===== config.mk =====
export PLATFORM = sky130hd
export DESIGN_NAME = aabb_collision_table
export DESIGN_NICKNAME = d
export VERILOG_FILES = /design/src/aabbct_pkg.sv /design/src/aabbct_ctrl.sv /design/src/aabbct_dp.sv /design/src/aabb_collision_table.sv
export SDC_FILE = /design/constraint.sdc
export NUM_CORES = 2
export LEC_CHECK = 0
export ABC_AREA = 1
export BUFFER_PORTS_ARGS = -buffer_cell sky130_fd_sc_hd__buf_2
export CAP_MARGIN = 20
export CELL_PAD_IN_SITES_DETAIL_PLACEMENT = 1
export CELL_PAD_IN_SITES_GLOBAL_PLACEMENT = 1
export CORE_MARGIN = 2
export CORE_UTILIZATION = 40
export CTS_CLUSTER_DIAMETER = 100
export CTS_CLUSTER_SIZE = 14
export DETAILED_ROUTE_END_ITERATION = 8
export PLACE_DENSITY_LB_ADDON = 0.08
export SKIP_LAST_GASP = 1
export SLEW_MARGIN = 15
export SYNTH_ARGS = -nofsm -noshare
export SYNTH_HDL_FRONTEND = slang
export SYNTH_SLANG_ARGS = --single-unit

===== constraint.sdc =====
create_clock -name clk_i -period 12.38 [get_ports clk_i]
set_input_delay 1.857 -clock clk_i [delete_from_list [all_inputs] [get_ports clk_i]]
set_output_delay 1.857 -clock clk_i [all_outputs]
set_load 0.01 [all_outputs]

===== src/aabbct_pkg.sv =====
// Shared types, constants and the class-pair allow lookup for the AABB collision table.
// Used by the controller, the datapath, the top level and the checker.
package aabbct_pkg;

  // table geometry
  localparam int SLOTS  = 16;
  localparam int SLOT_W = $clog2(SLOTS);
  localparam int NCLASS = 11;
  localparam int ROW_W  = NCLASS;
  localparam int ALLOW_W = NCLASS * NCLASS;
  localparam int ALLOW_IDX_W = $clog2(ALLOW_W);
  localparam int MAX_RES = 30;
  localparam int CNT_W  = $clog2(MAX_RES + 1);

  // APB register map (byte address 8*i, decoded on paddr[4:3])
  localparam int ADDR_W = 5;
  localparam int DATA_W = 64;
  localparam logic [1:0] REG_ROWS_0_3  = 2'd0;
  localparam logic [1:0] REG_ROWS_4_7  = 2'd1;
  localparam logic [1:0] REG_ROWS_8_10 = 2'd2;
  localparam int ROWS4_W = 4 * ROW_W;
  localparam int ROWS3_W = 3 * ROW_W;

  typedef logic [SLOT_W-1:0] idx_t;

  typedef enum logic [1:0] {
    ACT_ADD     = 2'd0,
    ACT_ERASE   = 2'd1,
    ACT_REWRITE = 2'd2,
    ACT_SCAN    = 2'd3
  } action_e;

  typedef enum logic [1:0] {
    ST_OK    = 2'd0,
    ST_FULL  = 2'd1,
    ST_EMPTY = 2'd2
  } status_e;

  typedef enum logic [2:0] {
    S_IDLE,
    S_EXEC,
    S_SELF,
    S_READ,
    S_CMP,
    S_EVA,
    S_EVB,
    S_FIN
  } state_e;

  // controller -> datapath
  typedef struct packed {
    logic capture;  // latch the input word
    logic exec;     // run add/erase/rewrite or reject, emit single result
    logic rd_self;  // read the scanned row's entry
    logic ld_self;  // latch row entry, start k at row+1
    logic rd_k;     // read entry k
    logic cmp;      // register the k->row pair test for entry k
    logic take_a;   // record event (row, k)
    logic take_b;   // record event (k, row)
    logic next_k;   // advance k
    logic finish;   // emit final result of a scan
  } cmd_t;

  // datapath -> controller
  typedef struct packed {
    action_e act;
    logic    slot_ok;   // slot in range and valid
    logic    out_free;  // output register can take a word this cycle
    logic    can_take;  // an event step can complete this cycle (recorded, or dropped at MAX_RES)
    logic    ea;        // pair test, direction row->k (combinational)
    logic    eb;        // pair test, direction k->row (combinational)
    logic    eb_q;      // registered direction k->row
    logic    k_end;     // k is the last slot
    logic    self_end;  // row is the last slot
  } sts_t;

  // allow bit for self class against other class; classes past the table deny
  function automatic logic cls_allowed(input logic [ALLOW_W-1:0] rows,
                                       input logic [3:0] self_cls,
                                       input logic [3:0] other_cls);
    logic [ALLOW_IDX_W-1:0] bit_idx;
    logic ok;
    bit_idx = ALLOW_IDX_W'(self_cls) * ALLOW_IDX_W'(NCLASS) + ALLOW_IDX_W'(other_cls);
    ok = (int'(self_cls) < NCLASS) && (int'(other_cls) < NCLASS);
    return ok && rows[bit_idx];
  endfunction

endpackage


===== src/aabbct_ctrl.sv =====
// Controller state machine for the AABB collision table.
// Depends on aabbct_pkg; drives cmd_t to the datapath and reads back sts_t.
module aabbct_ctrl (
  input  logic               clk_i,
  input  logic               rst_ni,
  input  logic               in_valid_i,
  output logic               in_stall_o,
  input  aabbct_pkg::sts_t   sts_i,
  output aabbct_pkg::cmd_t   cmd_o
);
  import aabbct_pkg::*;

  state_e state_q, state_d;

  // state register
  always_ff @(posedge clk_i or negedge rst_ni) begin
    if (!rst_ni) begin
      state_q <= S_IDLE;
    end else begin
      state_q <= state_d;
    end
  end

  // next state
  always_comb begin
    state_d = state_q;
    unique case (state_q)
      S_IDLE: begin
        if (in_valid_i) state_d = S_EXEC;
      end
      S_EXEC: begin
        if (sts_i.act == ACT_SCAN && sts_i.slot_ok) begin
          state_d = S_SELF;
        end else if (sts_i.out_free) begin
          state_d = S_IDLE;
        end
      end
      S_SELF: begin
        state_d = sts_i.self_end ? S_FIN : S_READ;
      end
      S_READ: begin
        state_d = S_CMP;
      end
      S_CMP: begin
        priority if (sts_i.ea) state_d = S_EVA;
        else if (sts_i.eb) state_d = S_EVB;
        else if (sts_i.k_end) state_d = S_FIN;
        else state_d = S_READ;
      end
      S_EVA: begin
        if (sts_i.can_take) begin
          priority if (sts_i.eb_q) state_d = S_EVB;
          else if (sts_i.k_end) state_d = S_FIN;
          else state_d = S_READ;
        end
      end
      S_EVB: begin
        if (sts_i.can_take) state_d = sts_i.k_end ? S_FIN : S_READ;
      end
      S_FIN: begin
        if (sts_i.out_free) state_d = S_IDLE;
      end
      default: state_d = S_IDLE;
    endcase
  end

  // outputs
  always_comb begin
    cmd_o      = '0;
    in_stall_o = (state_q != S_IDLE);
    unique case (state_q)
      S_IDLE: begin
        cmd_o.capture = in_valid_i;
      end
      S_EXEC: begin
        if (sts_i.act == ACT_SCAN && sts_i.slot_ok) begin
          cmd_o.rd_self = 1'b1;
        end else begin
          cmd_o.exec = sts_i.out_free;
        end
      end
      S_SELF: begin
        cmd_o.ld_self = 1'b1;
      end
      S_READ: begin
        cmd_o.rd_k = 1'b1;
      end
      S_CMP: begin
        cmd_o.cmp    = 1'b1;
        cmd_o.next_k = !sts_i.ea && !sts_i.eb && !sts_i.k_end;
      end
      S_EVA: begin
        cmd_o.take_a = sts_i.can_take;
        cmd_o.next_k = sts_i.can_take && !sts_i.eb_q && !sts_i.k_end;
      end
      S_EVB: begin
        cmd_o.take_b = sts_i.can_take;
        cmd_o.next_k = sts_i.can_take && !sts_i.k_end;
      end
      S_FIN: begin
        cmd_o.finish = sts_i.out_free;
      end
      default: cmd_o = '0;
    endcase
  end

endmodule


===== src/aabbct_dp.sv =====
// Datapath for the AABB collision table: entry memories, valid bits, allow
// registers, pair test, pending event and the output register. Depends on aabbct_pkg.
module aabbct_dp (
  input  logic                            clk_i,
  input  logic                            rst_ni,
  input  aabbct_pkg::cmd_t                cmd_i,
  output aabbct_pkg::sts_t                sts_o,
  // input word
  input  logic [1:0]                      action_i,
  input  logic [3:0]                      slot_i,
  input  logic signed [15:0]              rect_x_i,
  input  logic signed [15:0]              rect_y_i,
  input  logic [11:0]                     rect_w_i,
  input  logic [11:0]                     rect_h_i,
  input  logic [3:0]                      col_class_i,
  input  logic                            notify_i,
  input  logic                            hit_flag_i,
  // configuration
  input  logic                            psel,
  input  logic                            penable,
  input  logic                            pwrite,
  input  logic [aabbct_pkg::ADDR_W-1:0]   paddr,
  input  logic [aabbct_pkg::DATA_W-1:0]   pwdata,
  output logic [aabbct_pkg::DATA_W-1:0]   prdata,
  // result word
  output logic                            out_valid_o,
  input  logic                            out_stall_i,
  output logic [1:0]                      status_o,
  output logic                            is_event_o,
  output logic [3:0]                      self_slot_o,
  output logic [3:0]                      other_slot_o,
  output logic                            last_o
);
  import aabbct_pkg::*;

  typedef struct packed {
    logic signed [15:0] x;
    logic signed [15:0] y;
    logic [11:0]        w;
    logic [11:0]        h;
    logic               hit;
  } geom_t;

  typedef struct packed {
    logic [3:0] cls;
    logic       notify;
  } attr_t;

  // captured input word
  action_e            act_q;
  logic [3:0]         slot_q;
  logic signed [15:0] x_q, y_q;
  logic [11:0]        w_q, h_q;
  logic [3:0]         cls_q;
  logic               notify_q, hit_q;

  always_ff @(posedge clk_i) begin
    if (cmd_i.capture) begin
      act_q    <= action_e'(action_i);
      slot_q   <= slot_i;
      x_q      <= rect_x_i;
      y_q      <= rect_y_i;
      w_q      <= rect_w_i;
      h_q      <= rect_h_i;
      cls_q    <= col_class_i;
      notify_q <= notify_i;
      hit_q    <= hit_flag_i;
    end
  end

  // allow registers
  logic [ROWS4_W-1:0] rows_0_3_q, rows_4_7_q;
  logic [ROWS3_W-1:0] rows_8_10_q;
  logic [ALLOW_W-1:0] allow_rows;
  logic               cfg_wr;

  assign cfg_wr     = psel && penable && pwrite;
  assign allow_rows = {rows_8_10_q, rows_4_7_q, rows_0_3_q};

  always_ff @(posedge clk_i or negedge rst_ni) begin
    if (!rst_ni) begin
      rows_0_3_q  <= '0;
      rows_4_7_q  <= '0;
      rows_8_10_q <= '0;
    end else if (cfg_wr) begin
      unique case (paddr[4:3])
        REG_ROWS_0_3:  rows_0_3_q  <= pwdata[ROWS4_W-1:0];
        REG_ROWS_4_7:  rows_4_7_q  <= pwdata[ROWS4_W-1:0];
        REG_ROWS_8_10: rows_8_10_q <= pwdata[ROWS3_W-1:0];
        default: ;
      endcase
    end
  end

  // register readback
  always_comb begin
    unique case (paddr[4:3])
      REG_ROWS_0_3:  prdata = DATA_W'(rows_0_3_q);
      REG_ROWS_4_7:  prdata = DATA_W'(rows_4_7_q);
      REG_ROWS_8_10: prdata = DATA_W'(rows_8_10_q);
      default:       prdata = '0;
    endcase
  end

  // valid bits and lowest free slot
  logic [SLOTS-1:0] valid_q;
  logic             free_any;
  idx_t             free_idx;
  idx_t             s_idx;
  logic             slot_ok;

  always_comb begin
    free_any = 1'b0;
    free_idx = '0;
    for (int i = SLOTS - 1; i >= 0; i--) begin
      if (!valid_q[i]) begin
        free_any = 1'b1;
        free_idx = idx_t'(i);
      end
    end
  end

  assign s_idx   = idx_t'(slot_q);
  assign slot_ok = (int'(slot_q) < SLOTS) && valid_q[s_idx];

  logic do_add, do_erase, do_rewrite;
  assign do_add     = cmd_i.exec && act_q == ACT_ADD && free_any;
  assign do_erase   = cmd_i.exec && act_q == ACT_ERASE && slot_ok;
  assign do_rewrite = cmd_i.exec && act_q == ACT_REWRITE && slot_ok;

  always_ff @(posedge clk_i or negedge rst_ni) begin
    if (!rst_ni) begin
      valid_q <= '0;
    end else if (do_add) begin
      valid_q[free_idx] <= 1'b1;
    end else if (do_erase) begin
      valid_q[s_idx] <= 1'b0;
    end
  end

  // entry memories: one write port, one registered read port
  geom_t geom_mem [SLOTS];
  attr_t attr_mem [SLOTS];
  geom_t geom_wd, geom_rd_q;
  attr_t attr_rd_q;
  idx_t  geom_wa, rd_addr;
  idx_t  k_q;
  logic  rd_en;

  assign geom_wa = do_add ? free_idx : s_idx;
  assign geom_wd = '{x: x_q, y: y_q, w: w_q, h: h_q, hit: do_add ? 1'b0 : hit_q};
  assign rd_en   = cmd_i.rd_self || cmd_i.rd_k;
  assign rd_addr = cmd_i.rd_self ? s_idx : k_q;

  always_ff @(posedge clk_i) begin
    if (do_add || do_rewrite) geom_mem[geom_wa] <= geom_wd;
    if (do_add) attr_mem[free_idx] <= '{cls: cls_q, notify: notify_q};
    if (rd_en) begin
      geom_rd_q <= geom_mem[rd_addr];
      attr_rd_q <= attr_mem[rd_addr];
    end
  end

  // scanned row entry
  geom_t self_geom_q;
  attr_t self_attr_q;

  always_ff @(posedge clk_i) begin
    if (cmd_i.ld_self) begin
      self_geom_q <= geom_rd_q;
      self_attr_q <= attr_rd_q;
    end
  end

  // column counter
  always_ff @(posedge clk_i or negedge rst_ni) begin
    if (!rst_ni) begin
      k_q <= '0;
    end else if (cmd_i.ld_self) begin
      k_q <= idx_t'(s_idx + 1'b1);
    end else if (cmd_i.next_k) begin
      k_q <= idx_t'(k_q + 1'b1);
    end
  end

  // pair test: x inclusive both sides, y inclusive at top, exclusive at bottom
  logic signed [16:0] ax, ay, bx, by, a_xe, a_ye, b_xe, b_ye;
  logic               overlap, pair_live, ea, eb;
  logic               eb_q;

  always_comb begin
    ax   = {self_geom_q.x[15], self_geom_q.x};
    ay   = {self_geom_q.y[15], self_geom_q.y};
    bx   = {geom_rd_q.x[15], geom_rd_q.x};
    by   = {geom_rd_q.y[15], geom_rd_q.y};
    a_xe = ax + $signed({5'd0, self_geom_q.w});
    a_ye = ay + $signed({5'd0, self_geom_q.h});
    b_xe = bx + $signed({5'd0, geom_rd_q.w});
    b_ye = by + $signed({5'd0, geom_rd_q.h});
    overlap   = (a_xe >= bx) && (ax <= b_xe) && (a_ye >= by) && (ay < b_ye);
    pair_live = valid_q[k_q] && !self_geom_q.hit && !geom_rd_q.hit && overlap;
    ea = pair_live && self_attr_q.notify &&
         cls_allowed(allow_rows, self_attr_q.cls, attr_rd_q.cls);
    eb = pair_live && attr_rd_q.notify &&
         cls_allowed(allow_rows, attr_rd_q.cls, self_attr_q.cls);
  end

  always_ff @(posedge clk_i) begin
    if (cmd_i.cmp) begin
      eb_q <= eb;
    end
  end

  // pending event: held back one step so the final one can carry last
  logic             pend_v_q;
  idx_t             pend_self_q, pend_other_q;
  logic [CNT_W-1:0] n_q;
  logic             room, take;
  idx_t             new_self, new_other;
  logic             out_valid_q, out_free;

  assign room      = n_q < CNT_W'(MAX_RES);
  assign take      = (cmd_i.take_a || cmd_i.take_b) && room;
  assign new_self  = cmd_i.take_a ? s_idx : k_q;
  assign new_other = cmd_i.take_a ? k_q : s_idx;

  always_ff @(posedge clk_i or negedge rst_ni) begin
    if (!rst_ni) begin
      pend_v_q <= 1'b0;
      n_q      <= '0;
    end else if (cmd_i.ld_self) begin
      pend_v_q <= 1'b0;
      n_q      <= '0;
    end else if (take) begin
      pend_v_q <= 1'b1;
      n_q      <= CNT_W'(n_q + 1'b1);
    end
  end

  always_ff @(posedge clk_i) begin
    if (take) begin
      pend_self_q  <= new_self;
      pend_other_q <= new_other;
    end
  end

  // result word selection
  logic    emit;
  status_e o_status;
  logic    o_ev, o_last;
  logic [3:0] o_self, o_other;

  always_comb begin
    emit     = 1'b0;
    o_status = ST_OK;
    o_ev     = 1'b0;
    o_self   = '0;
    o_other  = '0;
    o_last   = 1'b1;
    priority if (cmd_i.exec) begin
      emit = 1'b1;
      priority if (act_q == ACT_ADD) begin
        if (free_any) o_self = 4'(free_idx);
        else o_status = ST_FULL;
      end else if (!slot_ok) begin
        o_status = ST_EMPTY;
        o_self   = slot_q;
      end else begin
        o_self = slot_q;
      end
    end else if (take && pend_v_q) begin
      emit    = 1'b1;
      o_ev    = 1'b1;
      o_self  = 4'(pend_self_q);
      o_other = 4'(pend_other_q);
      o_last  = 1'b0;
    end else if (cmd_i.finish) begin
      emit = 1'b1;
      if (pend_v_q) begin
        o_ev    = 1'b1;
        o_self  = 4'(pend_self_q);
        o_other = 4'(pend_other_q);
      end else begin
        o_self = slot_q;
      end
    end else begin
      emit = 1'b0;
    end
  end

  // output register
  status_e out_status_q;
  logic    out_ev_q, out_last_q;
  logic [3:0] out_self_q, out_other_q;

  assign out_free = !out_valid_q || !out_stall_i;

  always_ff @(posedge clk_i or negedge rst_ni) begin
    if (!rst_ni) begin
      out_valid_q <= 1'b0;
    end else if (emit) begin
      out_valid_q <= 1'b1;
    end else if (!out_stall_i) begin
      out_valid_q <= 1'b0;
    end
  end

  always_ff @(posedge clk_i) begin
    if (emit) begin
      out_status_q <= o_status;
      out_ev_q     <= o_ev;
      out_self_q   <= o_self;
      out_other_q  <= o_other;
      out_last_q   <= o_last;
    end
  end

  assign out_valid_o  = out_valid_q;
  assign status_o     = 2'(out_status_q);
  assign is_event_o   = out_ev_q;
  assign self_slot_o  = out_self_q;
  assign other_slot_o = out_other_q;
  assign last_o       = out_last_q;

  // status to controller
  always_comb begin
    sts_o.act      = act_q;
    sts_o.slot_ok  = slot_ok;
    sts_o.out_free = out_free;
    sts_o.can_take = !room || !pend_v_q || out_free;
    sts_o.ea       = ea;
    sts_o.eb       = eb;
    sts_o.eb_q     = eb_q;
    sts_o.k_end    = (k_q == idx_t'(SLOTS - 1));
    sts_o.self_end = (s_idx == idx_t'(SLOTS - 1));
  end

endmodule


===== src/aabb_collision_table.sv =====
// Top level of the AABB collision table: controller plus datapath, APB config port.
// Depends on aabbct_pkg, aabbct_ctrl and aabbct_dp.
//
// Usage: an input word (action, slot, rectangle, class, notify, hit flag) is
// taken when in_valid_i is high and in_stall_o is low. One word is worked on
// at a time; in_stall_o stays high until its final result sits in the output
// register. Results leave on out_valid_o / out_stall_i; last_o marks the final
// result word of an input word.
// Add, erase, rewrite and any reject put their one result in the output
// register from the EXEC state, once the output register is free; the
// controller then returns to idle to take the next word. A row scan fetches
// the row entry (EXEC, SELF), then reads (READ) and tests (CMP) each later
// slot, with one step per event found (EVA row->k, EVB k->row) and a FIN step
// for the final word. The entry memory is read one slot at a time through a
// registered read port.
// A stalled receiver holds the result register; every step that must emit a
// word waits while the output register stays held.
// Reset empties the table and clears the allow registers; no clearing pass
// is needed. The allow registers sit at byte addresses 0, 8 and 16 (64-bit
// data); the user must write them only while the block is idle (unenforced).
module aabb_collision_table (
  input  logic                          clk_i,
  input  logic                          rst_ni,
  // input channel
  input  logic                          in_valid_i,
  output logic                          in_stall_o,
  input  logic [1:0]                    action_i,
  input  logic [3:0]                    slot_i,
  input  logic signed [15:0]            rect_x_i,
  input  logic signed [15:0]            rect_y_i,
  input  logic [11:0]                   rect_w_i,
  input  logic [11:0]                   rect_h_i,
  input  logic [3:0]                    col_class_i,
  input  logic                          notify_i,
  input  logic                          hit_flag_i,
  // result channel
  output logic                          out_valid_o,
  input  logic                          out_stall_i,
  output logic [1:0]                    status_o,
  output logic                          is_event_o,
  output logic [3:0]                    self_slot_o,
  output logic [3:0]                    other_slot_o,
  output logic                          last_o,
  // configuration port
  input  logic                          psel,
  input  logic                          penable,
  input  logic                          pwrite,
  input  logic [aabbct_pkg::ADDR_W-1:0] paddr,
  input  logic [aabbct_pkg::DATA_W-1:0] pwdata,
  output logic [aabbct_pkg::DATA_W-1:0] prdata,
  output logic                          pready
);
  import aabbct_pkg::*;

  cmd_t cmd;
  sts_t sts;

  assign pready = 1'b1;

  // sequencer
  aabbct_ctrl u_ctrl (
    .clk_i      (clk_i),
    .rst_ni     (rst_ni),
    .in_valid_i (in_valid_i),
    .in_stall_o (in_stall_o),
    .sts_i      (sts),
    .cmd_o      (cmd)
  );

  // table, pair test and result register
  aabbct_dp u_dp (
    .clk_i        (clk_i),
    .rst_ni       (rst_ni),
    .cmd_i        (cmd),
    .sts_o        (sts),
    .action_i     (action_i),
    .slot_i       (slot_i),
    .rect_x_i     (rect_x_i),
    .rect_y_i     (rect_y_i),
    .rect_w_i     (rect_w_i),
    .rect_h_i     (rect_h_i),
    .col_class_i  (col_class_i),
    .notify_i     (notify_i),
    .hit_flag_i   (hit_flag_i),
    .psel         (psel),
    .penable      (penable),
    .pwrite       (pwrite),
    .paddr        (paddr),
    .pwdata       (pwdata),
    .prdata       (prdata),
    .out_valid_o  (out_valid_o),
    .out_stall_i  (out_stall_i),
    .status_o     (status_o),
    .is_event_o   (is_event_o),
    .self_slot_o  (self_slot_o),
    .other_slot_o (other_slot_o),
    .last_o       (last_o)
  );

endmodule


==> metrics <==
clk buf depth=3; Internal Power=about 9.7 mW; CTS H-tree lvls=3; FF-to-FF path depth=29; Placer Congestion=0.8388; Initial Util=0.4015; initial antenna violation count=4; drt total wl=182000 µm; area grow syn2layout=9.642%; worst setup path category=reg2reg; Syn Area/Cell=10.52 µm²; CP Max Fanout=5; TritonCTS buffer count=108; setup bufs post-CTS=0; Syn. warnings=0; hold depth=0; pin count of the biggest net entering global routing=169; port bufs=around 180; Total Routing Usage GR=0.2302; crit path DAT=around 6.5 ns; antenna-violating nets left=0; DP Area=0.06463 mm²; Worst path max stage delay=0.59 ns; worst path buffer plus inverter count=2; RR Startpoint=u_dp.bx[1]$_DFFE_PP_; Tmin final=5.863 ns; Seq pwr share=0.360; Finished Core Util=0.4402; PD cells=254.9 mW/mm²; met1 Use GR=0.3246; Setup TNS Final=0 ns; clock network fraction of total power=0.188; die area=about 0.16 mm²; Vias=42410; Nets=6253; Detailed Routing Iterations Pass 1=5; FP Rows=144; hold_buf cts=0; delay-heaviest family, CP=simple AND/OR/NAND/NOR gates; hold_sp=u_dp.geom_rd_q[0]$_DFFE_PP_; CTS root buffer=clkbuf_16; PostCTS Resize Cnt=0; Post-synth ARST share=0.1114; main area contributors after synthesis=edfxtp_1, nand2_1, dfrtp_1; GRT Residual Overflow=0; Clock transition at path regs=0.07 ns; Cells after Synth=around 6000; Worst path most repeated cell=nand2_1; Leak=27.00 nW; Max-Cap Viols=0; Post-synth top flop=edfxtp_1; met3 GRT Util=0.02809; detailed placement HPWL=106300 µm; GR peak layer=met2; final worst path period share=0.4736; worst flop-to-flop path endpoint=u_dp.k_q[2]$_DFFE_PN0P_; Worst Tran Pin Value=1.093 ns; Required @ worst endpoint=13.03 ns; RSZ-0062 raised after global routing=false; status=finished clean; clk_skew=0.04651 ns; switch share=0.4400; Netlist cell types=between 50 and 60; Worst R2R Setup Slack=6.52 ns; final instance area=0.06765 mm²; post-detailed-route wirelength per cell=22.63 µm; Worst Setup Start Kind=flip-flop; Die Height=roughly 400 µm; first-pass GRT wire length=272600 µm; Worst Hold Class=reg2reg; Setup-failing EPs final=0; P_sw=between 7 and 8 mW; # fillers=16660; top-area cell type share of the netlist area=0.5864; CTS tree=yes; dpl cells=about 7900; Via-to-Cell Ratio=5.276; met2 Use GR=0.3789; Seq/Total Area, Yosys=0.6477; Fmax achieved=~170 MHz; DIE WIDTH=around 400 µm; Yosys top cell by area=edfxtp_1; final hold violation count=0; clock net sink count=1356; Finished Layout Cells=8039; clock latency on the worst-skew pair=0.75 ns; Worst Setup End Kind=flip-flop; share of post-route cells with drive strength above 1=0.07292; initial drt markers=2946; core area=0.1537 mm²; vias in the first global route=about 43000; relative slew slack=0.2714; max-slew violations=0; Post-Syn Area=0.06170 mm²; VDD IR max=approximately 0.22 mV; Comb pwr share=0.452; num ports=approximately 220; Synth Register Bits=1356; Post-synth EDFFs=around 1200; Residual DRC=0; Design Power=17.25 mW; CP max stage cell=nand4_1; WHS Endpoint=u_dp.self_geom_q[0]$_DFFE_PP_
## cell type report
class / instances / area [µm²] / share of cell area
clock inverters: 10 / 135.1 / 0.001997
well taps: 2044 / 2557 / 0.03780
clock buffers: 142 / 2851 / 0.04215
repair buffers: 245 / 1495 / 0.02210
inverters: 629 / 2374 / 0.03508
flip-flops and latches: 1356 / 39960 / 0.5907
diodes: 2 / 5.005 / 0.00007398
multi-input cells: 3611 / 18270 / 0.2701
## through the flow
stage | setup slack, ns | hold slack (ns)
after global placement | 6.396 | 0.4443
after CTS | 6.309 | 0.4280
after global routing | 5.962 | 0.4604
after detailed placement | 6.300 | 0.4395
final | 6.517 | 0.4376
after floorplan | 6.589 | 0.4264
## worst max path at each step
stage                         startpoint                        endpoint  slack [ns]  cells after the start
floorplan                    out_stall_i  u_dp.geom_mem[12][0]$_DFFE_PP_        6.59                      9
CTS                 u_dp.bx[2]$_DFFE_PP_         u_dp.k_q[2]$_DFFE_PN0P_        6.31                     29
global placement    u_dp.bx[1]$_DFFE_PP_         u_dp.k_q[1]$_DFFE_PN0P_        6.40                     29
finish              u_dp.bx[1]$_DFFE_PP_         u_dp.k_q[2]$_DFFE_PN0P_        6.52                     29
detailed placement  u_dp.bx[2]$_DFFE_PP_         u_dp.k_q[2]$_DFFE_PN0P_        6.30                     29
global route        u_dp.bx[2]$_DFFE_PP_         u_dp.k_q[3]$_DFFE_PN0P_        5.96                     29
## Yosys cell counts (9+ instances only)
master / n
edfxtp_1: 1205
clkinv_1: 9
dfrtp_1: 151
nand3_1: 531
or2_2: 15
nor3_1: 16
clkbuf_1: 104
ha_1: 148
a31oi_1: 14
inv_1: 613
a21oi_1: 101
nor2_1: 180
buf_2: 147
buf_1: 12
o211ai_2: 10
o221ai_1: 13
a22oi_1: 9
o21ai_0: 298
xor2_1: 43
buf_4: 22
nand2_1: 1842
o211ai_1: 251
nand4_1: 20
xnor2_1: 23
fa_1: 10
## routing by layer
metal | vias up | share of wire
met5 | - | 0.000071
met2 | 760 | 0.47
li1 | 20040 | -
met3 | 202 | 0.044
met1 | 21410 | 0.46
met4 | 2 | 0.020
## cells by family (layout without fill, tap and decap cells)
| group | Yosys count | in the layout | share of synthesized area |
|---|---|---|---|
| compound gates | 739 | 739 | 0.07474 |
| xor+xnor | 66 | 66 | 0.009368 |
| fa+ha+maj | 158 | 158 | 0.03326 |
| buf+inv | 919 | 1026 | 0.06087 |
| flops | 1356 | 1356 | 0.6477 |
| other cells | 2 | 23 | 0.0001217 |
| simple gates | 2627 | 2627 | 0.1740 |
## registers in the layout (all words and copies together), names as in the netlist, 25 cells and up
register,flops
u_dp.attr_mem,80
u_dp.geom_mem,912
u_dp.geom_rd_q,25
u_dp.rows_0_3_q,44
u_dp.rows_4_7_q,44
u_dp.rows_8_10_q,33
u_dp.self_geom_q,25
## power groups by stage
stage | Sequential, mW | Combinational [mW] | Clock (mW)
3_3_place_gp | 6.28 | 7.69 | 0
5_1_grt | 6.27 | 8.78 | 3.48
6_report | 6.20 | 7.80 | 3.24
4_1_cts | 6.21 | 7.88 | 3.33
3_5_place_dp | 6.30 | 7.84 | 0
2_1_floorplan | 6.12 | 5.29 | 0
## cell usage in the layout, fill, tap and decap left out, types with 5 or more instances in the layout
cell / count
nand2_1: 1838
edfxtp_1: 1205
inv_1: 613
nand3_1: 531
o21ai_0: 297
o211ai_1: 251
buf_2: 177
nor2_1: 160
dfrtp_1: 151
ha_1: 147
clkbuf_16: 109
a21oi_1: 101
buf_4: 60
xor2_1: 43
clkbuf_1: 33
xnor2_1: 23
nor2_4: 22
conb_1: 21
nand4_1: 20
nor3_1: 16
or2_2: 15
a31oi_1: 14
o221ai_1: 13
clkinv_1: 10
o211ai_2: 10
fa_1: 10
a22oi_1: 9
a22o_1: 6
buf_12: 6
o21a_1: 5
a21o_1: 5
o21ai_4: 5
Power figures use the tool's default switching activity.
